$ cat config.mk
export PLATFORM = sky130hd
export DESIGN_NAME = glq_scale
export DESIGN_NICKNAME = d
export VERILOG_FILES = /design/src/rtl/core/glq_pkg.sv /design/src/rtl/core/glq_scale.sv
export SDC_FILE = /design/constraint.sdc
export NUM_CORES = 2
export LEC_CHECK = 0
export BUFFER_PORTS_ARGS = -buffer_cell sky130_fd_sc_hd__buf_2
export CORE_MARGIN = 2
export CORE_UTILIZATION = 30
export DETAILED_ROUTE_END_ITERATION = 6
export HOLD_SLACK_MARGIN = 0.06
export PLACE_DENSITY = 0.52
export SYNTH_ARGS = -nofsm -noshare
export SYNTH_HDL_FRONTEND = slang
export SYNTH_SLANG_ARGS = --single-unit
$ cat constraint.sdc
create_clock -name clk -period 6.55 [get_ports clk]
set_input_delay 0 -clock clk [delete_from_list [all_inputs] [get_ports clk]]
set_output_delay 0 -clock clk [all_outputs]
set_load 0.05 [all_outputs]
$ cat src/rtl/core/glq_pkg.sv
// Shared types, constants and helpers for the glyph quad layout block.
// No dependencies; every other file imports this package.
`timescale 1ns / 1ps

package glq_pkg;

    // Table depth default and the newline character
    localparam int GLYPH_COUNT_DEF = 256;
    localparam logic [7:0] NEWLINE_CODE = 8'd10;

    // Widths fixed by the item fields
    localparam int CFG_IDX_W = 3;
    localparam int CFG_DATA_W = 32;

    // Item kinds carried by the mode field
    typedef enum logic [1:0] {
        MODE_LOAD  = 2'd0,
        MODE_START = 2'd1,
        MODE_CHAR  = 2'd2
    } mode_t;

    // Configuration register indexes
    typedef enum logic [CFG_IDX_W-1:0] {
        REG_START_X     = 3'd0,
        REG_START_Y     = 3'd1,
        REG_RIGHT_LIMIT = 3'd2,
        REG_GLYPH_SCALE = 3'd3,
        REG_LINE_HEIGHT = 3'd4
    } cfg_reg_t;

    // Vertex slots within one glyph quad, in emission order
    typedef enum logic [2:0] {
        VTX_LEFT_UP    = 3'd0,
        VTX_RIGHT_UP   = 3'd1,
        VTX_LEFT_DOWN  = 3'd2,
        VTX_LEFT_DOWN2 = 3'd3,
        VTX_RIGHT_DOWN = 3'd4,
        VTX_LAST       = 3'd5
    } vtx_t;

    // One glyph metric table entry (64 bits)
    typedef struct packed {
        logic [11:0]        ax;
        logic [11:0]        ay;
        logic [7:0]         w;
        logic [7:0]         h;
        logic signed [7:0]  ox;
        logic signed [7:0]  oy;
        logic [7:0]         adv;
    } glq_entry_t;

    // Scaled metrics of one item, handed from the multiply stage to the pen stage
    typedef struct packed {
        mode_t              mode;
        logic               newline;
        logic               in_range;
        logic [31:0]        p_adv;
        logic signed [31:0] p_ox;
        logic signed [31:0] p_oy;
        logic [31:0]        p_w;
        logic [31:0]        p_h;
        logic [31:0]        p_lh;
        logic [11:0]        ax;
        logic [11:0]        ay;
        logic [7:0]         w;
        logic [7:0]         h;
    } glq_prod_t;

    // Texture corners of one quad
    typedef struct packed {
        logic [12:0] tl;
        logic [12:0] tr;
        logic [12:0] tu;
        logic [12:0] td;
    } glq_tex_t;

    // Glyph placed at its effective pen position
    typedef struct packed {
        logic signed [31:0] pen_x;
        logic signed [31:0] pen_y;
        logic signed [31:0] p_ox;
        logic signed [31:0] p_oy;
        logic [31:0]        p_w;
        logic [31:0]        p_h;
        glq_tex_t           tex;
    } glq_quad_t;

    // Finished quad corners
    typedef struct packed {
        logic signed [31:0] left;
        logic signed [31:0] right;
        logic signed [31:0] up;
        logic signed [31:0] down;
        glq_tex_t           tex;
    } glq_vert_t;

    // Clamp a 34-bit signed sum to the signed 32-bit range
    function automatic logic signed [31:0] sat34(input logic signed [33:0] v);
        logic signed [31:0] r;
        if (v[33:31] == 3'b000 || v[33:31] == 3'b111)
        begin
            r = v[31:0];
        end
        else if (v[33])
        begin
            r = 32'sh8000_0000;
        end
        else
        begin
            r = 32'sh7FFF_FFFF;
        end
        return r;
    endfunction

    // Sign-extend a 32-bit value to 34 bits
    function automatic logic signed [33:0] sext34(input logic signed [31:0] v);
        return {{2{v[31]}}, v};
    endfunction

    // Zero-extend a 32-bit value to 34 bits
    function automatic logic signed [33:0] zext34(input logic [31:0] v);
        return {2'b00, v};
    endfunction

endpackage

$ cat src/rtl/core/glq_scale.sv
// Front stage: item control alongside the table read, then the scale multiplies.
// Depends on glq_pkg; fed by glq_table read data.
`timescale 1ns / 1ps

module glq_scale
    import glq_pkg::*;
(
    input  logic        clk,
    input  logic        rst_n,
    input  logic        fire,
    output logic        in_ready,
    input  logic [1:0]  mode,
    input  logic [7:0]  char_code,
    input  logic        in_range,
    input  glq_entry_t  entry,
    input  logic [23:0] glyph_scale,
    input  logic [7:0]  line_height,
    output logic        out_valid,
    input  logic        out_ready,
    output glq_prod_t   prod
);

    logic       s1_valid_reg;
    mode_t      s1_mode_reg;
    logic       s1_nl_reg;
    logic       s1_range_reg;
    logic       s2_valid_reg;
    glq_prod_t  prod_reg;
    glq_prod_t  prod_next;
    logic       s1_go;

    logic signed [24:0] gs_s;
    logic signed [32:0] mul_ox;
    logic signed [32:0] mul_oy;

    assign s1_go    = !s2_valid_reg || out_ready;
    assign in_ready = !s1_valid_reg || s1_go;

    // Hold item control while the table read completes
    always_ff @(posedge clk or negedge rst_n)
    begin
        if (!rst_n)
        begin
            s1_valid_reg <= 1'b0;
        end
        else if (fire)
        begin
            s1_valid_reg <= 1'b1;
        end
        else if (s1_go)
        begin
            s1_valid_reg <= 1'b0;
        end
    end

    always_ff @(posedge clk)
    begin
        if (fire)
        begin
            s1_mode_reg  <= mode_t'(mode);
            s1_nl_reg    <= (char_code == NEWLINE_CODE);
            s1_range_reg <= in_range;
        end
    end

    // Scale the metrics; each product is one 24x8 multiply
    assign gs_s   = $signed({1'b0, glyph_scale});
    assign mul_ox = gs_s * entry.ox;
    assign mul_oy = gs_s * entry.oy;

    always_comb
    begin
        prod_next.mode     = s1_mode_reg;
        prod_next.newline  = s1_nl_reg;
        prod_next.in_range = s1_range_reg;
        prod_next.p_adv    = {8'd0, glyph_scale} * {24'd0, entry.adv};
        prod_next.p_ox     = mul_ox[31:0];
        prod_next.p_oy     = mul_oy[31:0];
        prod_next.p_w      = {8'd0, glyph_scale} * {24'd0, entry.w};
        prod_next.p_h      = {8'd0, glyph_scale} * {24'd0, entry.h};
        prod_next.p_lh     = {8'd0, glyph_scale} * {24'd0, line_height};
        prod_next.ax       = entry.ax;
        prod_next.ay       = entry.ay;
        prod_next.w        = entry.w;
        prod_next.h        = entry.h;
    end

    // Advance into the product register
    always_ff @(posedge clk or negedge rst_n)
    begin
        if (!rst_n)
        begin
            s2_valid_reg <= 1'b0;
        end
        else if (s1_go)
        begin
            s2_valid_reg <= s1_valid_reg;
        end
    end

    always_ff @(posedge clk)
    begin
        if (s1_go && s1_valid_reg)
        begin
            prod_reg <= prod_next;
        end
    end

    assign out_valid = s2_valid_reg;
    assign prod      = prod_reg;

endmodule

Word level (Yosys, flattened, before mapping)
Index checks and enable logic that the tools add are counted.

operators by class
  reductions and logical operators = 6
  mux-type cells = 2
  eq/ne operators = 1
  multiply operators = 6

operators by type and width
  operator              number
  $mul A24 B8 Y32       4
  $mul A25 B8 Y32       2
  $eq A8 B4 Y1 const B  1
  $logic_not A1 Y1      2
  $logic_or A1 B1 Y1    2
  $mux W1               2
  $reduce_bool A2 Y1    1
  $logic_and A1 B1 Y1   1

word-level totals
  input bits = 111
  logic and storage cells = 33
  bits in registers = 242
  output and inout port bits = 238

Longest topological paths before layout
  word-level depth = 4
  gate-level depth with buffers = 22
  depth with buffers taken out = 19

Least setup slack after synthesis
OpenSTA, ideal clock, no wires.

  path kind = reg2reg
  start = register s2_valid_reg (netlist: out_valid)
  end = register prod_reg, in the netlist prod[0] (enable)
  library setup time = 0.627 ns
  clock period less this slack = 6.736 ns
  setup slack = -0.186 ns
  stages on the path, launching flop included = 3
  path buffers = 0
  arrival = 6.109 ns
  data required time = 5.923 ns
  cell sequence = dfrtp_1 -> nand2b_1 -> and2_1

between the ends
  cells in the longest elaborated chain, start to end = 3

RTL lines
  item                    line              source
  start, declared         glq_scale.sv:27   logic s2_valid_reg;
  start signal, assigned  glq_scale.sv:97   s2_valid_reg <= s1_valid_reg;
  $logic_not A1 Y1        glq_scale.sv:36   assign s1_go = !s2_valid_reg || out_ready;
  $logic_or A1 B1 Y1      glq_scale.sv:36
  $logic_and A1 B1 Y1     glq_scale.sv:103  if (s1_go && s1_valid_reg)
  end signal, assigned    glq_scale.sv:105  prod_reg <= prod_next;
  end, declared           glq_scale.sv:28   glq_prod_t prod_reg;

No other way between the ends.
A chain may end at the register's enable or synchronous reset.

==> impl_metrics.env <==
export IMPL_yosysSeqAreaShare_pct=16.5
export IMPL_synthToLayoutAreaGrowth_pct=12.6
export IMPL_outcome="finished clean"
export IMPL_drt_wl_total_um=122000
export IMPL_grt_pass1_vias=34427
export IMPL_firstDrtPassIters=5
export IMPL_numPortBuffers=348
export IMPL_slew_viol_final=0
export IMPL_drive_gt1_share_pct=9.90
export IMPL_gp_congestion=0.846
export IMPL_antenna_found_initial=15
export IMPL_synthArstFlopShare_pct=0.826
export IMPL_gr_usage_all_layers_pct=16.8
export IMPL_postSynthAreaPerCell_um2=9.64
export IMPL_drtIter0Drc=1485
export IMPL_grt_overflow=0
export IMPL_fin_cells=6773
export IMPL_cap_violations=0
export IMPL_tightest_slew_ns=1.06
export IMPL_core_um2=146000
export IMPL_grt_max_degree=114
export IMPL_crit_type="input pin to flop"
export IMPL_cts_max_level=2
export IMPL_cts_root_buf="clkbuf_16"
export IMPL_viasPerCell=4.65
export IMPL_clock_skew_ns=0.0208
export IMPL_drc=0
export IMPL_relSlewSlack_pct=29.2
export IMPL_cts_buffers=37
export IMPL_rows=140
export IMPL_dieArea_um2=149000
export IMPL_synthTopCellsByCount="inv_1, and2_1, fa_1, ha_1, nand2_1"
export IMPL_synth_edf_count=240
export IMPL_setup_violations=0
export IMPL_p_per_area_nw_per_um2=430
export IMPL_crit_required_ns=6.88
export IMPL_yosys_most_used_dff="edfxtp_1"
export IMPL_p_leak_nw=23.9
export IMPL_ys_ff_latch=242
export IMPL_finalCritPeriodShare_pct=81.9
export IMPL_p_sw_share_pct=53.5
export IMPL_nets=6080
export IMPL_grt_pass1_wl_um=197000
export IMPL_die_h_um=387
export IMPL_hold_path_class="input pin to flop"
export IMPL_power_switching_w=0.0114
export IMPL_path_clk_slew_ns=0.05
export IMPL_start_util_pct=30.2
export IMPL_rsz0062_at_grt="false"
export IMPL_ys_warn_count=0
export IMPL_cp_slowest_cell="fa_1"
export IMPL_pwr_share_clk_pct=9.2
export IMPL_postSynthCellCount=4554
export IMPL_io_pins=349
export IMPL_comb_power_share_pct=75.5
export IMPL_synth_top_cell_by_area="fa_1"
export IMPL_via_count=31488
export IMPL_p_seq_share_pct=15.2
export IMPL_internal_power_w=0.00989
export IMPL_endpoint_kind="flop"
export IMPL_cts_sinks=242
export IMPL_crit_buf_inv=5
export IMPL_die_width_um=387
export IMPL_synth_distinct_cells=67
export IMPL_postRouteAntennaNets=0
export IMPL_hold_violations=0
export IMPL_cts_tree="built"
export IMPL_fmax_mhz=187
export IMPL_largest_reg_flops=236
export IMPL_syn_nets=5811
export IMPL_cts_buffer_depth=3
export IMPL_insertion_delay_ns=0.60
export IMPL_min_period_ns=5.36
export IMPL_fillers=15005
export IMPL_fin_setup_tns_ns=0
export IMPL_cts_setup_buffers=0
export IMPL_wl_per_cell_um=18.0
export IMPL_path_max_fanout=25
export IMPL_dpl_hpwl_um=93700
export IMPL_ir_worst_vdd_mv=0.351
export IMPL_yosysTopAreaCellShare_pct=36.2
export IMPL_synth_area_leaders="fa_1, edfxtp_1, and2_1, ha_1, inv_1"
export IMPL_path_cells="dlygate4sd3_1 > buf_2 > nand2_1 > fa_1 > inv_1 > fa_1 > fa_1 > inv_1 > fa_1 > inv_1 > ha_1 > a21o_1 > a21oi_1 > o21ai_0 > a21oi_1 > o21ai_1 > a311o_1 > a21oi_1 > xnor2_1"
export IMPL_yosysMostFrequentCell="inv_1"
export IMPL_crit_family="adder cells"
export IMPL_critPathArrivalTime_ns=5.69
export IMPL_synth_cell_area_um2=43900
export IMPL_start_kind="input pin"
export IMPL_dp_cells=6641
export IMPL_cp_common_cell="fa_1"
export IMPL_max_stage_delay_ns=0.59
final cells by class:
cell class                 instances  area [µm²]  area share, %
multi-input combinational       3188       32400           65.6
timing repair buffer             463        2830           5.72
antenna                            7        17.5         0.0354
inverter                         891        3340           6.76
sequential                       242        7260           14.7
clock inverter                    22         211          0.428
tap                             1917        2400           4.85
clock buffer                      43         948           1.92
placed cells by master, fill, tap and decap left out, types with 37 or more instances in the layout:
cell type        n
buf_2          348
nand2_1        325
o21ai_0         59
a21oi_1        143
fa_1           794
inv_1          891
dlygate4sd3_1   60
and2_1         858
clkbuf_16       37
ha_1           352
a21o_1          71
xor2_1          38
nor2_1         132
buf_4           49
xnor2_1        116
edfxtp_1       240
what timing repair did:
item,4_1_cts,5_1_grt
endpoints found under the hold margin,67,0
endpoints found under the setup margin,0,0
hold buffers,60,0
resized for setup,0,0
cell families (layout without fill, tap and decap cells):
group	after synthesis	after routing	share of synthesized area, %
simple gates	1464	1464	18.2
fa+ha+maj	1146	1146	46.2
buf+inv	1124	1419	9.61
compound gates	424	424	6.41
flops	242	242	16.5
xor+xnor	154	154	3.07
other cells	0	7	0
path summary, 6_finish.rpt:
kind / to / slack [ns] / depth (start not counted) / startpoint
setup / recovery: prod[101]$_DFFE_PP_ / 1.19 / 19 / entry[26]
hold / removal: prod[19]$_DFFE_PP_ / 0.11 / 2 / entry[43]
setup reg to reg: prod[195]$_DFFE_PP_ / 4.63 / 3 / out_valid$_DFFE_PN0N_
hold reg to reg: prod[233]$_DFFE_PP_ / 0.42 / 0 / s1_nl_reg$_DFFE_PP_
max in group asynchronous: s1_valid_reg$_DFFE_PN0P_ / 6.18 / 3 / rst_n
min in group asynchronous: out_valid$_DFFE_PN0N_ / 0.25 / 3 / rst_n
layer usage:
layer / GRT usage [%] / share of wire, % / vias up
met3: 3.02 / 4.9 / 97
li1: - / - / 14462
met5: 0 / 0.066 / -
met2: 28.3 / 48 / 588
met4: 3.14 / 1.7 / 14
met1: 22.5 / 45 / 16327
metrics by stage:
step	total power [W]	hold WS, ns	setup slack [ns]	cell area [µm²]	utilization [%]
3_5_place_dp	0.0194	-0.211	0.848	47700	32.7
4_1_cts	0.0217	0.0616	1.26	49400	34.0
3_3_place_gp	0.0195	-0.213	0.855	47700	32.7
5_1_grt	0.0234	0.0814	0.902	49400	34.0
6_report	0.0213	0.112	1.19	49400	34.0
2_1_floorplan	0.0150	-0.296	1.65	43900	-
power groups by stage:
| stage | logic (W) | registers [W] | clock network, W |
|---|---|---|---|
| after floorplan | 0.00987 | 0.00513 | 0 |
| after detailed placement | 0.0162 | 0.00326 | 0 |
| after global placement | 0.0162 | 0.00328 | 0 |
| after CTS | 0.0164 | 0.00326 | 0.00206 |
| after global routing | 0.0180 | 0.00330 | 0.00210 |
| final | 0.0161 | 0.00324 | 0.00196 |
(Power assumes the default switching activity.)
