$ cat src/rtl/core/glq_pkg.sv
// Shared types, constants and helpers for the glyph quad layout block.
// No dependencies; every other file imports this package.
`timescale 1ns / 1ps

package glq_pkg;

    // Table depth default and the newline character
    localparam int GLYPH_COUNT_DEF = 256;
    localparam logic [7:0] NEWLINE_CODE = 8'd10;

    // Widths fixed by the item fields
    localparam int CFG_IDX_W = 3;
    localparam int CFG_DATA_W = 32;

    // Item kinds carried by the mode field
    typedef enum logic [1:0] {
        MODE_LOAD  = 2'd0,
        MODE_START = 2'd1,
        MODE_CHAR  = 2'd2
    } mode_t;

    // Configuration register indexes
    typedef enum logic [CFG_IDX_W-1:0] {
        REG_START_X     = 3'd0,
        REG_START_Y     = 3'd1,
        REG_RIGHT_LIMIT = 3'd2,
        REG_GLYPH_SCALE = 3'd3,
        REG_LINE_HEIGHT = 3'd4
    } cfg_reg_t;

    // Vertex slots within one glyph quad, in emission order
    typedef enum logic [2:0] {
        VTX_LEFT_UP    = 3'd0,
        VTX_RIGHT_UP   = 3'd1,
        VTX_LEFT_DOWN  = 3'd2,
        VTX_LEFT_DOWN2 = 3'd3,
        VTX_RIGHT_DOWN = 3'd4,
        VTX_LAST       = 3'd5
    } vtx_t;

    // One glyph metric table entry (64 bits)
    typedef struct packed {
        logic [11:0]        ax;
        logic [11:0]        ay;
        logic [7:0]         w;
        logic [7:0]         h;
        logic signed [7:0]  ox;
        logic signed [7:0]  oy;
        logic [7:0]         adv;
    } glq_entry_t;

    // Scaled metrics of one item, handed from the multiply stage to the pen stage
    typedef struct packed {
        mode_t              mode;
        logic               newline;
        logic               in_range;
        logic [31:0]        p_adv;
        logic signed [31:0] p_ox;
        logic signed [31:0] p_oy;
        logic [31:0]        p_w;
        logic [31:0]        p_h;
        logic [31:0]        p_lh;
        logic [11:0]        ax;
        logic [11:0]        ay;
        logic [7:0]         w;
        logic [7:0]         h;
    } glq_prod_t;

    // Texture corners of one quad
    typedef struct packed {
        logic [12:0] tl;
        logic [12:0] tr;
        logic [12:0] tu;
        logic [12:0] td;
    } glq_tex_t;

    // Glyph placed at its effective pen position
    typedef struct packed {
        logic signed [31:0] pen_x;
        logic signed [31:0] pen_y;
        logic signed [31:0] p_ox;
        logic signed [31:0] p_oy;
        logic [31:0]        p_w;
        logic [31:0]        p_h;
        glq_tex_t           tex;
    } glq_quad_t;

    // Finished quad corners
    typedef struct packed {
        logic signed [31:0] left;
        logic signed [31:0] right;
        logic signed [31:0] up;
        logic signed [31:0] down;
        glq_tex_t           tex;
    } glq_vert_t;

    // Clamp a 34-bit signed sum to the signed 32-bit range
    function automatic logic signed [31:0] sat34(input logic signed [33:0] v);
        logic signed [31:0] r;
        if (v[33:31] == 3'b000 || v[33:31] == 3'b111)
        begin
            r = v[31:0];
        end
        else if (v[33])
        begin
            r = 32'sh8000_0000;
        end
        else
        begin
            r = 32'sh7FFF_FFFF;
        end
        return r;
    endfunction

    // Sign-extend a 32-bit value to 34 bits
    function automatic logic signed [33:0] sext34(input logic signed [31:0] v);
        return {{2{v[31]}}, v};
    endfunction

    // Zero-extend a 32-bit value to 34 bits
    function automatic logic signed [33:0] zext34(input logic [31:0] v);
        return {2'b00, v};
    endfunction

endpackage

$ cat src/rtl/core/glq_pen.sv
// Pen stage: wrap test, newline and start handling, pen update.
// Depends on glq_pkg; passes placed glyphs on to glq_vertex.
`timescale 1ns / 1ps

module glq_pen
    import glq_pkg::*;
(
    input  logic               clk,
    input  logic               rst_n,
    input  logic               in_valid,
    output logic               in_ready,
    input  glq_prod_t          prod,
    input  logic signed [31:0] start_x,
    input  logic signed [31:0] start_y,
    input  logic signed [31:0] right_limit,
    output logic               out_valid,
    input  logic               out_ready,
    output glq_quad_t          quad
);

    logic signed [31:0] pen_x_reg;
    logic signed [31:0] pen_y_reg;
    logic signed [31:0] pen_x_next;
    logic signed [31:0] pen_y_next;
    logic               s3_valid_reg;
    glq_quad_t          quad_reg;
    glq_quad_t          quad_next;

    logic               fire;
    logic               is_char;
    logic               is_nl;
    logic               wrap;
    logic signed [33:0] sum_pen;
    logic signed [33:0] sum_start;
    logic signed [33:0] limit_w;
    logic signed [33:0] step_w;
    logic signed [31:0] step_y;
    logic signed [31:0] eff_x;
    logic signed [31:0] eff_y;

    assign in_ready = !s3_valid_reg || out_ready;
    assign fire     = in_valid && in_ready;
    assign is_nl    = (prod.mode == MODE_CHAR) && prod.newline;
    assign is_char  = (prod.mode == MODE_CHAR) && !prod.newline && prod.in_range;

    // Candidate pen moves, side by side
    assign sum_pen   = sext34(pen_x_reg) + zext34(prod.p_adv);
    assign sum_start = sext34(start_x) + zext34(prod.p_adv);
    assign limit_w   = sext34(right_limit);
    assign step_w    = sext34(pen_y_reg) - zext34(prod.p_lh);
    assign step_y    = sat34(step_w);
    assign wrap      = sum_pen > limit_w;
    assign eff_x     = wrap ? start_x : pen_x_reg;
    assign eff_y     = wrap ? step_y : pen_y_reg;

    // Select the next pen position
    always_comb
    begin
        pen_x_next = pen_x_reg;
        pen_y_next = pen_y_reg;
        case (prod.mode)
            MODE_START:
            begin
                pen_x_next = start_x;
                pen_y_next = start_y;
            end
            MODE_CHAR:
            begin
                if (is_nl)
                begin
                    pen_x_next = start_x;
                    pen_y_next = step_y;
                end
                else if (is_char)
                begin
                    pen_x_next = wrap ? sat34(sum_start) : sat34(sum_pen);
                    pen_y_next = eff_y;
                end
            end
            default:
            begin
                pen_x_next = pen_x_reg;
                pen_y_next = pen_y_reg;
            end
        endcase
    end

    always_ff @(posedge clk or negedge rst_n)
    begin
        if (!rst_n)
        begin
            pen_x_reg <= '0;
            pen_y_reg <= '0;
        end
        else if (fire)
        begin
            pen_x_reg <= pen_x_next;
            pen_y_reg <= pen_y_next;
        end
    end

    // Place the glyph at the effective pen
    always_comb
    begin
        quad_next.pen_x  = eff_x;
        quad_next.pen_y  = eff_y;
        quad_next.p_ox   = prod.p_ox;
        quad_next.p_oy   = prod.p_oy;
        quad_next.p_w    = prod.p_w;
        quad_next.p_h    = prod.p_h;
        quad_next.tex.tl = {1'b0, prod.ax};
        quad_next.tex.tr = {1'b0, prod.ax} + {5'd0, prod.w};
        quad_next.tex.tu = {1'b0, prod.ay};
        quad_next.tex.td = {1'b0, prod.ay} + {5'd0, prod.h};
    end

    // Pass only glyphs on; drop items that make no vertices
    always_ff @(posedge clk or negedge rst_n)
    begin
        if (!rst_n)
        begin
            s3_valid_reg <= 1'b0;
        end
        else if (fire)
        begin
            s3_valid_reg <= is_char;
        end
        else if (out_ready)
        begin
            s3_valid_reg <= 1'b0;
        end
    end

    always_ff @(posedge clk)
    begin
        if (fire && is_char)
        begin
            quad_reg <= quad_next;
        end
    end

    assign out_valid = s3_valid_reg;
    assign quad      = quad_reg;

endmodule

$ cat config.mk
export PLATFORM = sky130hd
export DESIGN_NAME = glq_pen
export DESIGN_NICKNAME = d
export VERILOG_FILES = /design/src/rtl/core/glq_pkg.sv /design/src/rtl/core/glq_pen.sv
export SDC_FILE = /design/constraint.sdc
export NUM_CORES = 1
export LEC_CHECK = 0
export ABC_AREA = 1
export BUFFER_PORTS_ARGS = -buffer_cell sky130_fd_sc_hd__clkbuf_2
export CAP_MARGIN = 25
export CORE_MARGIN = 10
export CORE_UTILIZATION = 30
export DETAILED_ROUTE_END_ITERATION = 7
export MAX_ROUTING_LAYER = met4
export PLACE_DENSITY = 0.48
export SLEW_MARGIN = 20
export SYNTH_ARGS = -nofsm -noshare
export SYNTH_HDL_FRONTEND = slang
export SYNTH_SLANG_ARGS = --single-unit
$ cat constraint.sdc
create_clock -name clk -period 12.4 [get_ports clk]
set_input_delay 2.48 -clock clk [delete_from_list [all_inputs] [get_ports clk]]
set_output_delay 2.48 -clock clk [all_outputs]
set_load 0.02 [all_outputs]
* Yosys cells after proc, flatten, opt, wreduce, memory -nomap -nowiden
Index checks and enable logic that the tools add are counted.
** Word-level totals
- Memories :: 0
- Flip-flop bits (word level) :: 307
- Bits in writable memories :: 0
- ROM bits :: 0
- Bits of input ports :: 336
- Bits in latches :: 0
** Cells by class
- Divide/modulo/power cells :: 0
- Reduce and logical (&&, ||, !) cells :: 17
- $mul :: 0
- Shift operators :: 0
- Order comparisons :: 1
- Muxes and demuxes :: 17
- $add $sub $neg :: 5
- Equal/unequal tests :: 6
- Bitwise gates (word level) :: 0
** Operators by type and width (count)
- two-way mux 32 bit :: 13
- case mux 32 bit (2 select lines) :: 2
- adder 32 x 33 -> 34 bit :: 2
- greater-than comparator 34 x 32 -> 1 bit :: 1
- subtractor 32 x 33 -> 34 bit :: 1
- adder 12 x 8 -> 13 bit :: 2
- equality test 3 bit (second input constant) :: 3
- zero test 3 bit :: 3
- logical AND 1 bit :: 5
- logical OR 1 bit :: 4
- nonzero test 2 bit :: 2
- inequality test 3 bit (second input constant) :: 1
- AND reduction 3 bit :: 1
- equality test 2 x 1 -> 1 bit (second input constant) :: 1
- equality test 2 bit (second input constant) :: 1
- zero test 1 bit :: 2
- two-way mux 1 bit :: 2

* Longest topological paths before layout
Gate-level depths: netlist of run 1.
- Word-level depth :: 8
- Mapped depth :: 33
- Depth with buffers taken out :: 32

* Worst setup path after synthesis of run 1
OpenSTA, ideal clock, no wires.
- Kind :: input to register
- Start point :: input prod[234] (netlist name)
- End point :: register quad_reg, in the netlist quad[0] (enable)
- Path buffers :: 0
- Library setup time :: 0.848 ns
- Cell stages on the path :: 5
- Setup slack :: -1.340 ns
- Data arrival time :: 12.892 ns
- Cell sequence :: inv_1 -> nand2_1 -> nor2_1 -> nand2_1 -> nor2_1
** On the way
- Cells in the longest elaborated chain, start to end :: 4
** RTL lines
- from (decl) :: RTL line glq_pen.sv:12 : input glq_prod_t prod,
- equality test 2 bit :: RTL line glq_pen.sv:44 : assign is_char = (prod.mode == MODE_CHAR) && !prod.newline && prod.in_range;
- logical AND 1 bit (2 in a row) :: RTL line glq_pen.sv:44
- logical AND 1 bit :: RTL line glq_pen.sv:136 : if (fire && is_char)
- to (signal assigned) :: RTL line glq_pen.sv:138 : quad_reg <= quad_next;
- to (decl) :: RTL line glq_pen.sv:26 : glq_quad_t quad_reg;
Every way passes these cells.
A chain may end at the register's enable or synchronous reset.

* Final worst setup path of run 1
- Start point :: input prod[200] (netlist name)
- End point :: register pen_x_reg[31]
** On the way
- Cells in the longest elaborated chain, start to end :: 8
- Elaborated cells on any way between the ends :: 17
- Those cells by class :: 2 x add/sub; 1 x order compare; 2 x eq/ne; 8 x mux; 4 x reduce/logical
** RTL lines
- parallel branches: the longest is 4 deep, another holds adder 32 x 33 -> 34 bit
- two-way mux 32 bit (*) :: RTL line glq_pen.sv:76 : pen_x_next = wrap ? sat34(sum_start) : sat34(sum_pen);
- two-way mux 32 bit (*) :: RTL line glq_pen.sv:74 : else if (is_char)
- two-way mux 32 bit (*) :: RTL line glq_pen.sv:69 : if (is_nl)
- case mux 32 bit (2 select lines) (*) :: RTL line glq_pen.sv:61 : case (prod.mode)
- to (signal assigned) :: RTL line glq_pen.sv:97 : pen_x_reg <= pen_x_next;
- to (decl) :: RTL line glq_pen.sv:21 : logic signed [31:0] pen_x_reg;
Every way passes the cells marked *. The select of a mux whose other input is x is not followed.

==> results of run 1 <==
==> cell type report <==
class                      instances  area (µm²)  area share (%)
multi-input combinational       1998       10400            39.9
sequential                       307        8890            34.0
timing repair buffer             595        3020            11.6
inverter                         352        1320            5.06
tap                              931        1160            4.46
clock buffer                      44        1000            3.85
clock inverter                    26         268            1.02
antenna                            9        22.5          0.0862
==> worst max-delay path, delay by kind of cell <==
kind,cells,cell delay (ns)
buffers and inverters,8,1.44
AO/OA/AOI/OAI,5,1.36
adder cells (fa/ha/maj),3,0.94
AND/OR/NAND/NOR,14,1.45
==> per-stage QoR <==
step,power [mW],area [µm²]
after floorplan,2.64,21000
after global placement,3.18,24800
after detailed placement,3.18,24800
after CTS,4.36,26100
after global routing,4.66,26100
final,4.31,26100
==> metal layers <==
layer,vias to the layer above,wire length [µm],track usage (%)
li1,9971,-,-
met1,9458,38300,26.5
met2,672,42500,36.3
met3,84,5190,4.02
met4,0,2140,5.16
met5,-,0,-
==> where the power goes <==
part           internal [mW]  total [mW]  leakage [nW]  switching, mW
logic                  0.614        1.87          9.58           1.25
clock network          0.672        1.15         0.614          0.481
registers               1.23        1.29          2.91         0.0622
==> cell usage after synthesis, types with 2 or more instances <==
| cell | count |
|---|---|
| xnor2_1 | 28 |
| nor3_2 | 2 |
| dfrtp_1 | 65 |
| buf_1 | 2 |
| nor2_2 | 4 |
| buf_2 | 19 |
| a31oi_1 | 4 |
| or2_2 | 4 |
| clkbuf_1 | 27 |
| nand2_2 | 32 |
| a21oi_1 | 255 |
| nand2_1 | 914 |
| o221ai_1 | 2 |
| xor2_1 | 60 |
| a21o_1 | 9 |
| buf_6 | 8 |
| fa_1 | 5 |
| inv_2 | 6 |
| nor2_1 | 212 |
| nand3_2 | 2 |
| and2_1 | 35 |
| nand3_1 | 167 |
| o21ai_1 | 2 |
| o21bai_1 | 26 |
| nor3_1 | 25 |
| buf_4 | 9 |
| nand3b_1 | 3 |
| o21a_1 | 2 |
| edfxtp_1 | 242 |
| ha_1 | 149 |
| nor4_1 | 5 |
| o21ai_0 | 27 |
| inv_1 | 345 |
| nand4_1 | 13 |
==> cell families (layout without fill, tap and decap cells) <==
logic type,after synthesis,in the layout,share of synthesized area [%]
AOI/OAI and AO/OA,332,332,8.52
adders and majority gates,154,154,9.37
xor gates and xnor gates,88,88,3.67
DFF,307,307,42.4
buffers and inverters,417,1017,8.02
and+or+nand+nor,1422,1422,28.0
other,1,11,0.0179
==> worst min path at each step <==
stage	start	slack (ns)	end	depth (start not counted)
finish	pen_y_reg[19]	0.57	pen_y_reg[19]	2
global route	pen_x_reg[5]	0.59	pen_x_reg[5]	2
CTS	pen_y_reg[30]	0.57	pen_y_reg[30]	2
detailed placement	pen_y_reg[30]	0.55	pen_y_reg[30]	2
global placement	pen_y_reg[29]	0.56	pen_y_reg[29]	2
floorplan	pen_y_reg[0]	0.52	pen_y_reg[0]	2
==> results_dict.tcl, run 1 <==
set metrics [dict create \
    synth_flop_cell "edfxtp_1" \
    syn_area_mm2 0.0210 \
    io_pins 582 \
    crit_path_end_kind "flop" \
    synth_area_leaders "edfxtp_1 35%, nand2_1 16%, ha_1 8.9%, dfrtp_1 7.8%, inv_1 6.2%" \
    rrSetupSlack_ns 6.63 \
    grt.overflow.total 0 \
    grt_setup_unrepaired "no" \
    cts_sinks 307 \
    critPathLaunch "prod[200]" \
    layout_commonest_cell "nand2_1" \
    fin_skew_ns 0.0201 \
    grt.total_usage_pct 21.6 \
    vias 20200 \
    postCtsResizedCells 0 \
    setup_viol 0 \
    antenna_found_initial 8 \
    slew_viol_final 0 \
    synthToLayoutAreaGrowth_pct 24.5 \
    wl_um 88100 \
    cts_hold_buffers 0 \
    r2r-start "pen_x_reg[0]" \
    final_cells 4262 \
    synth.distinct_cells 45 \
    required_ns 12.87 \
    placeableCoreArea_mm2 0.0689 \
    hold_ws_ns 0.566 \
    worstRegToRegCells 29 \
    largest_reg_flops 242 \
    drtPass1Iterations 6 \
    timing.slew.headroom_pct 32.8 \
    drive_above_1_share_pct 21.6 \
    irDropWorstVdd_mv 0.103 \
    slowest_stage "buf_4" \
    numCtsBuffers 38 \
    die_area_mm2 0.0809 \
    cpMostUsedCell "nand2_1" \
    post_cts_buffers 0 \
    fillers 7494 \
    tns_ns 0 \
    synth-seq-cells 307 \
    grt_max_degree 67 \
    port_buffers 579 \
    drt_iter0_drc 1423 \
    dp_cells 4183 \
    dpl_worst_slack_ns 4.47 \
    min_path_type "flop to flop" \
    synthArstFlopShare_pct 21.2 \
    yosysTopAreaCellShare_pct 34.6 \
    layout_setup_ws_ns 5.01 \
    rows 96 \
    cts_buffer_depth 3 \
    clk_pin_slew_ns 0.06 \
    r2r-end "pen_x_reg[31]" \
    htree_levels 2 \
    worst_ep_arrival_time_ns 7.86 \
    synth-edff-count 242 \
    tightest_slew_ns 1.01 \
    postRouteAntennaNets 0 \
    synth_top_area_cell "edfxtp_1" \
    netlist_instances 2721 \
    grt_pass1_wl_um 130000 \
    drc 0 \
    cts_tree "built" \
    routed_via_density 4.74 \
    clk_latency_ns 0.56 \
    min_period_ns 7.39 \
    worstPathMaxFanout 63 \
    first_global_vias 20000 \
    outcome "completed" \
    final_cell_mix "913 x nand2_1, 578 x clkbuf_2, 344 x inv_1, 255 x a21oi_1, 242 x edfxtp_1" \
    post_drt_wl_per_cell_um 20.7 \
    finalHoldViolCount 0 \
    seq_area_frac_synth_pct 42.4 \
    finalWeightedCongestion 0.938 \
    start_kind "input pin" \
    cts-root-buf "clkbuf_16" \
    syn_area_per_cell_um2 7.71 \
    powerDensity_mw_per_mm2 165 \
    nets 3782 \
    final_util_pct 37.9 \
    hpwl_um 72600 \
    start_util_pct 30.4 \
    die_w_um 284 \
    p_leak_nw 13.1 \
    yosysWarnings 0 \
    drv_cap 0 \
    critPathKind "input pin to flop" \
    timing.final.crit_share_pct 59.6 \
    worst_path_largest_cell_delay_ns 0.63 \
    max_freq_mhz 135 \
    endpoint "pen_x_reg[31]" \
    die_h_um 284 \
]
Note: power is estimated with default switching activity, not from simulation.
==> run 2: changes to the inputs <==
==> constraint.sdc (replaced) <==
create_clock -name clk -period 7.65 [get_ports clk]
set_input_delay 1.53 -clock clk [delete_from_list [all_inputs] [get_ports clk]]
set_output_delay 1.53 -clock clk [all_outputs]
set_load 0.02 [all_outputs]
==> run 2 against run 1 <==
Against the previous run:
- sequential share of layout area about the same
- die area unchanged
- count of clock-buffer cells in the layout up 3
- clock power up 54%
- sequential power up 63%
- critical path depth down 8
- non-clock buffer count up 3
- critical path type unchanged
- cell area down 0.14%
- total power up 60%
==> results_dict.tcl, run 2 (same netlist as run 1, synthesis figures left out) <==
set metrics [dict create \
    outcome "completed" \
    post_cts_buffers 0 \
    synthToLayoutAreaGrowth_pct 24.4 \
    critPathKind "input pin to flop" \
    htree_levels 2 \
    clk_latency_ns 0.56 \
    postCtsResizedCells 0 \
    timing.slew.headroom_pct 42.4 \
    setup_viol 0 \
    fin_skew_ns 0.0285 \
    antenna_found_initial 12 \
    dp_cells 4185 \
    layout_commonest_cell "nand2_1" \
    fillers 7503 \
    grt.total_usage_pct 21.9 \
    worst_ep_arrival_time_ns 6.01 \
    met2_usage_pct 37.7 \
    holdPathEnd "pen_x_reg[23]" \
    clk_pin_slew_ns 0.06 \
    top_usage_layer "met2" \
    gr-usage-met1_pct 26.3 \
    cts_buffer_depth 3 \
    r2r-start "pen_x_reg[0]" \
    cts_sinks 307 \
    finalHoldViolCount 0 \
    min_path_type "flop to flop" \
    wl_um 89800 \
    crit_family "simple AND/OR/NAND/NOR gates" \
    rows 96 \
    max_freq_mhz 178 \
    worstHoldPathCells 2 \
    nets 3784 \
    postRouteAntennaNets 0 \
    grt_setup_unrepaired "no" \
    hpwl_um 74300 \
    cp_cell_sequence "clkbuf_2 -> ha_1 -> inv_1 -> fa_1 -> inv_1 -> nand2_1 -> nand2_1 -> and2_1 -> a21oi_1 -> o21bai_1 -> nand2_1 -> nand4_1 -> nand2_1 -> ha_1 -> nand3_1 -> nor4_1 -> nand3_1 -> nand3_4 -> inv_2 -> buf_4 -> o21ai_0 -> a21oi_1" \
    cts_hold_buffers 0 \
    finalInstanceArea_mm2 0.0261 \
    numCtsBuffers 37 \
    dpl_worst_slack_ns 1.38 \
    die_area_mm2 0.0809 \
    hold_ws_ns 0.569 \
    irDropWorstVdd_mv 0.200 \
    worstPathMaxFanout 34 \
    cts-root-buf "clkbuf_16" \
    worst_path_largest_cell_delay_ns 0.44 \
    grt.overflow.total 0 \
    worstRegToRegCells 21 \
    largest_reg_flops 242 \
    post_drt_wl_per_cell_um 21.0 \
    vias 19900 \
    finalWeightedCongestion 0.929 \
    start_util_pct 30.4 \
    grt_use_met3_pct 3.98 \
    layout_setup_ws_ns 2.04 \
    cpMostUsedCell "nand2_1" \
    min_period_ns 5.61 \
    drive_above_1_share_pct 21.4 \
    first_global_vias 19900 \
    drt_iter0_drc 1342 \
    crit_path_end_kind "flop" \
    timing.final.crit_share_pct 73.3 \
    final_cells 4266 \
    cts_tree "built" \
    grt_max_degree 128 \
    total_power_mw 6.91 \
    place_area_mm2 0.0248 \
    die_w_um 284 \
    routed_via_density 4.67 \
    cp_num_buf_inv 5 \
    placeableCoreArea_mm2 0.0689 \
    rrSetupSlack_ns 2.72 \
    die_h_um 284 \
    drtPass1Iterations 6 \
    tns_ns 0 \
    slowest_stage "nor4_1" \
    port_buffers 579 \
    tightest_slew_ns 0.864 \
    grt_pass1_wl_um 131000 \
    final_cell_mix "913 x nand2_1, 578 x clkbuf_2, 344 x inv_1, 255 x a21oi_1, 242 x edfxtp_1" \
    r2r-end "pen_x_reg[31]" \
    powerDensity_mw_per_mm2 265 \
    final_util_pct 37.8 \
    p_leak_nw 13.1 \
    start_kind "input pin" \
    drv_cap 0 \
    io_pins 582 \
    slew_viol_final 0 \
    hp-start "pen_x_reg[23]" \
    drc 0 \
    required_ns 8.05 \
]
[run 2: cell count changes in the layout (fill, tap and decap cells not counted), sizes merged]
cell	before	now
diode	9	12
buf	17	20
clkinvlp	5	3
bufinv	4	3
clkbuf	622	625
clkinv	16	14
[run 2: routing by layer]
layer  vias to the layer above  share of wire, %
met5                         -                 0
met4                         0               2.3
met3                        83               5.5
met2                       618                49
met1                      9247                43
li1                       9980                 -
[run 2: worst max-delay path by stage]
stage                         start             to  slack [ns]  cells after the start
after detailed placement  prod[200]  pen_x_reg[31]        1.38                     24
final                     prod[200]  pen_x_reg[31]        2.04                     22
after CTS                 prod[200]  pen_x_reg[31]        1.97                     22
after floorplan           prod[234]        quad[0]        1.69                      5
after global routing      prod[200]  pen_x_reg[31]        1.64                     24
after global placement    prod[200]  pen_x_reg[31]        1.33                     22
[run 2: report_power, final]
part           internal (mW)  switching [mW]
registers               2.00           0.101
clock network           1.02           0.749
logic                   1.00            2.04
[run 2: cell type report]
class / instances / area (µm²) / share of cell area, %
antenna: 12 / 30.0 / 0.115
clock buffer: 47 / 983 / 3.77
clock inverter: 21 / 204 / 0.782
inverter: 352 / 1320 / 5.07
multi-input combinational: 1998 / 10400 / 39.9
sequential: 307 / 8890 / 34.1
tap: 931 / 1160 / 4.47
timing repair buffer: 598 / 3070 / 11.8
[run 2: tightest hold or removal path: stages (launching register included)]
cell     delay [ns]
dfrtp_1        0.37
nor2_1         0.06
a21oi_1        0.10
==> run 3: changes to the inputs <==
--- a/config.mk
+++ b/config.mk
@@ -12,7 +12,7 @@
 export CORE_UTILIZATION = 30
 export DETAILED_ROUTE_END_ITERATION = 7
 export MAX_ROUTING_LAYER = met4
-export PLACE_DENSITY = 0.48
+export PLACE_DENSITY = 0.5
 export SLEW_MARGIN = 20
 export SYNTH_ARGS = -nofsm -noshare
 export SYNTH_HDL_FRONTEND = slang
==> constraint.sdc (replaced) <==
create_clock -name clk -period 4.5 [get_ports clk]
set_input_delay 0.9 -clock clk [delete_from_list [all_inputs] [get_ports clk]]
set_output_delay 0.9 -clock clk [all_outputs]
set_load 0.02 [all_outputs]
==> run 3 against run 2 <==
Against the previous run:
- cell area increased by 5.0%
- critical endpoint is now pen_x_reg[8]
- highest routed layer unchanged
- utilization up 1.9 points
- register-to-register slack worse by 2.4 ns
- total power grew 80%
==> results_dict.tcl, run 3 (same netlist as run 1, synthesis figures left out) <==
set metrics [dict create \
    outcome "completed" \
    grt.overflow.total 0 \
    cp_num_buf_inv 6 \
    start_kind "input pin" \
    fin_skew_ns 0.0204 \
    critPathKind "input pin to flop" \
    largest_reg_flops 242 \
    postRouteAntennaNets 0 \
    final_cell_mix "909 x nand2_1, 578 x clkbuf_2, 343 x inv_1, 248 x a21oi_1, 242 x edfxtp_1" \
    cts_buffer_depth 3 \
    hold_ws_ns 0.339 \
    r2r-start "pen_x_reg[3]" \
    total_power_mw 12.4 \
    rows 96 \
    die_area_mm2 0.0809 \
    die_w_um 284 \
    final_util_pct 39.7 \
    clk_latency_ns 0.56 \
    tightest_slew_ns 0.819 \
    wl_met3_um 5640 \
    worst_path_largest_cell_delay_ns 0.34 \
    power_frac_comb_pct 48.0 \
    clk_pin_slew_ns 0.07 \
    cpMostUsedCell "nand2_1" \
    dp_cells 4322 \
    max_freq_mhz 237 \
    irDropWorstVdd_mv 0.230 \
    wl_met2_um 42300 \
    finalHoldViolCount 0 \
    drive_above_1_share_pct 25.3 \
    powerDensity_mw_per_mm2 454 \
    timing.slew.headroom_pct 45.4 \
    crit_family "simple AND/OR/NAND/NOR gates" \
    drtPass1Iterations 6 \
    drc 0 \
    setup_viol 0 \
    worstPathMaxFanout 7 \
    post_drt_wl_per_cell_um 19.9 \
    layout_setup_ws_ns 0.283 \
    grt_pass1_wl_um 128000 \
    nets 3926 \
    io_pins 582 \
    synthToLayoutAreaGrowth_pct 30.6 \
    cts_tree "built" \
    numCtsBuffers 36 \
    worstRegToRegCells 28 \
    first_global_vias 20100 \
    r2r-end "pen_x_reg[8]" \
    worst_ep_arrival_time_ns 4.65 \
    htree_levels 2 \
    wl_um 87800 \
    cts-root-buf "clkbuf_16" \
    layout_commonest_cell "nand2_1" \
    grt_max_degree 123 \
    cts_hold_buffers 0 \
    min_path_type "input pin to asynchronous set/reset pin" \
    top_layer "met4" \
    antenna_found_initial 18 \
    internal_power_mw 7.34 \
    slowest_stage "ha_1" \
    timing.final.crit_share_pct 93.7 \
    required_ns 4.93 \
    seq_power_share_pct 28.6 \
    port_buffers 579 \
    netSwitchingFraction_pct 40.9 \
    min_period_ns 4.22 \
    cts_sinks 307 \
    placeableCoreArea_mm2 0.0689 \
    die_h_um 284 \
    dpl_worst_slack_ns -0.253 \
    power_frac_clock_pct 23.3 \
    drt_iter0_drc 1316 \
    start_util_pct 30.4 \
    drv_cap 0 \
    grt.total_usage_pct 21.2 \
    p_leak_nw 13.8 \
    hpwl_um 72800 \
    routed_via_density 4.63 \
    vias 20400 \
    p_switching_mw 5.09 \
    crit_path_end_kind "flop" \
    slew_viol_final 0 \
    wl_met1_um 36800 \
    rrSetupSlack_ns 0.29 \
    final_cells 4411 \
    finalWeightedCongestion 0.932 \
]
-- run 3: changes by cell type in the layout (fill, tap and decap cells not counted), sizes merged --
cell / before / now
diode: 12 / 17
clkinvlp: 3 / 6
buf: 20 / 161
clkinv: 14 / 16
bufinv: 3 / 2
clkbuf: 625 / 621
inv: 353 / 352
-- run 3: what timing repair did --
action                     4_1_cts  5_1_grt
resized for setup                0       17
buffers inserted                 0        4
setup endpoints to repair        0       44
-- run 3: worst max path at each step --
| stage | startpoint | to | depth (start not counted) | slack, ns |
|---|---|---|---|---|
| finish | prod[216] | pen_x_reg[8] | 26 | 0.28 |
| global route | prod[211] | pen_x_reg[3] | 27 | -0.03 |
| CTS | pen_x_reg[0] | pen_x_reg[16] | 28 | 0.32 |
| detailed placement | prod[200] | pen_x_reg[16] | 26 | -0.25 |
| global placement | prod[214] | pen_x_reg[0] | 27 | -0.24 |
| floorplan | prod[234] | quad[0] | 5 | -0.68 |
-- run 3: cell type report --
cell class              instances  area (µm²)
diodes                         17        42.5
well taps                     931        1160
flip-flops and latches        307        8890
clock inverters                24         213
repair buffers                741        4290
multi-input cells            1998       10500
clock buffers                  41         920
fillers                      7281       41500
inverters                     352        1340
-- run 3: stage by stage --
stage | cell area (µm²) | setup TNS (ns)
2_1_floorplan | 21000 | -165.24
3_5_place_dp | 26000 | -20.41
6_report | 27400 | 0
5_1_grt | 27400 | -0.0258
4_1_cts | 27200 | 0
3_3_place_gp | 26000 | -19.18
-- run 3: power by group through the flow --
| stage | clock network [mW] | logic [mW] | registers [mW] |
|---|---|---|---|
| 3_3_place_gp | 0 | 5.78 | 3.61 |
| 3_5_place_dp | 0 | 5.80 | 3.61 |
| 2_1_floorplan | 0 | 3.69 | 3.60 |
| 5_1_grt | 3.08 | 6.71 | 3.58 |
| 6_report | 2.90 | 5.97 | 3.56 |
| 4_1_cts | 2.99 | 5.82 | 3.55 |
-- run 3: routing by layer --
layer  vias up  GRT usage [%]
li1      10300              -
met1      9422           25.1
met2       639           35.2
met3        99           4.69
met4         0           7.49
met5         -              -
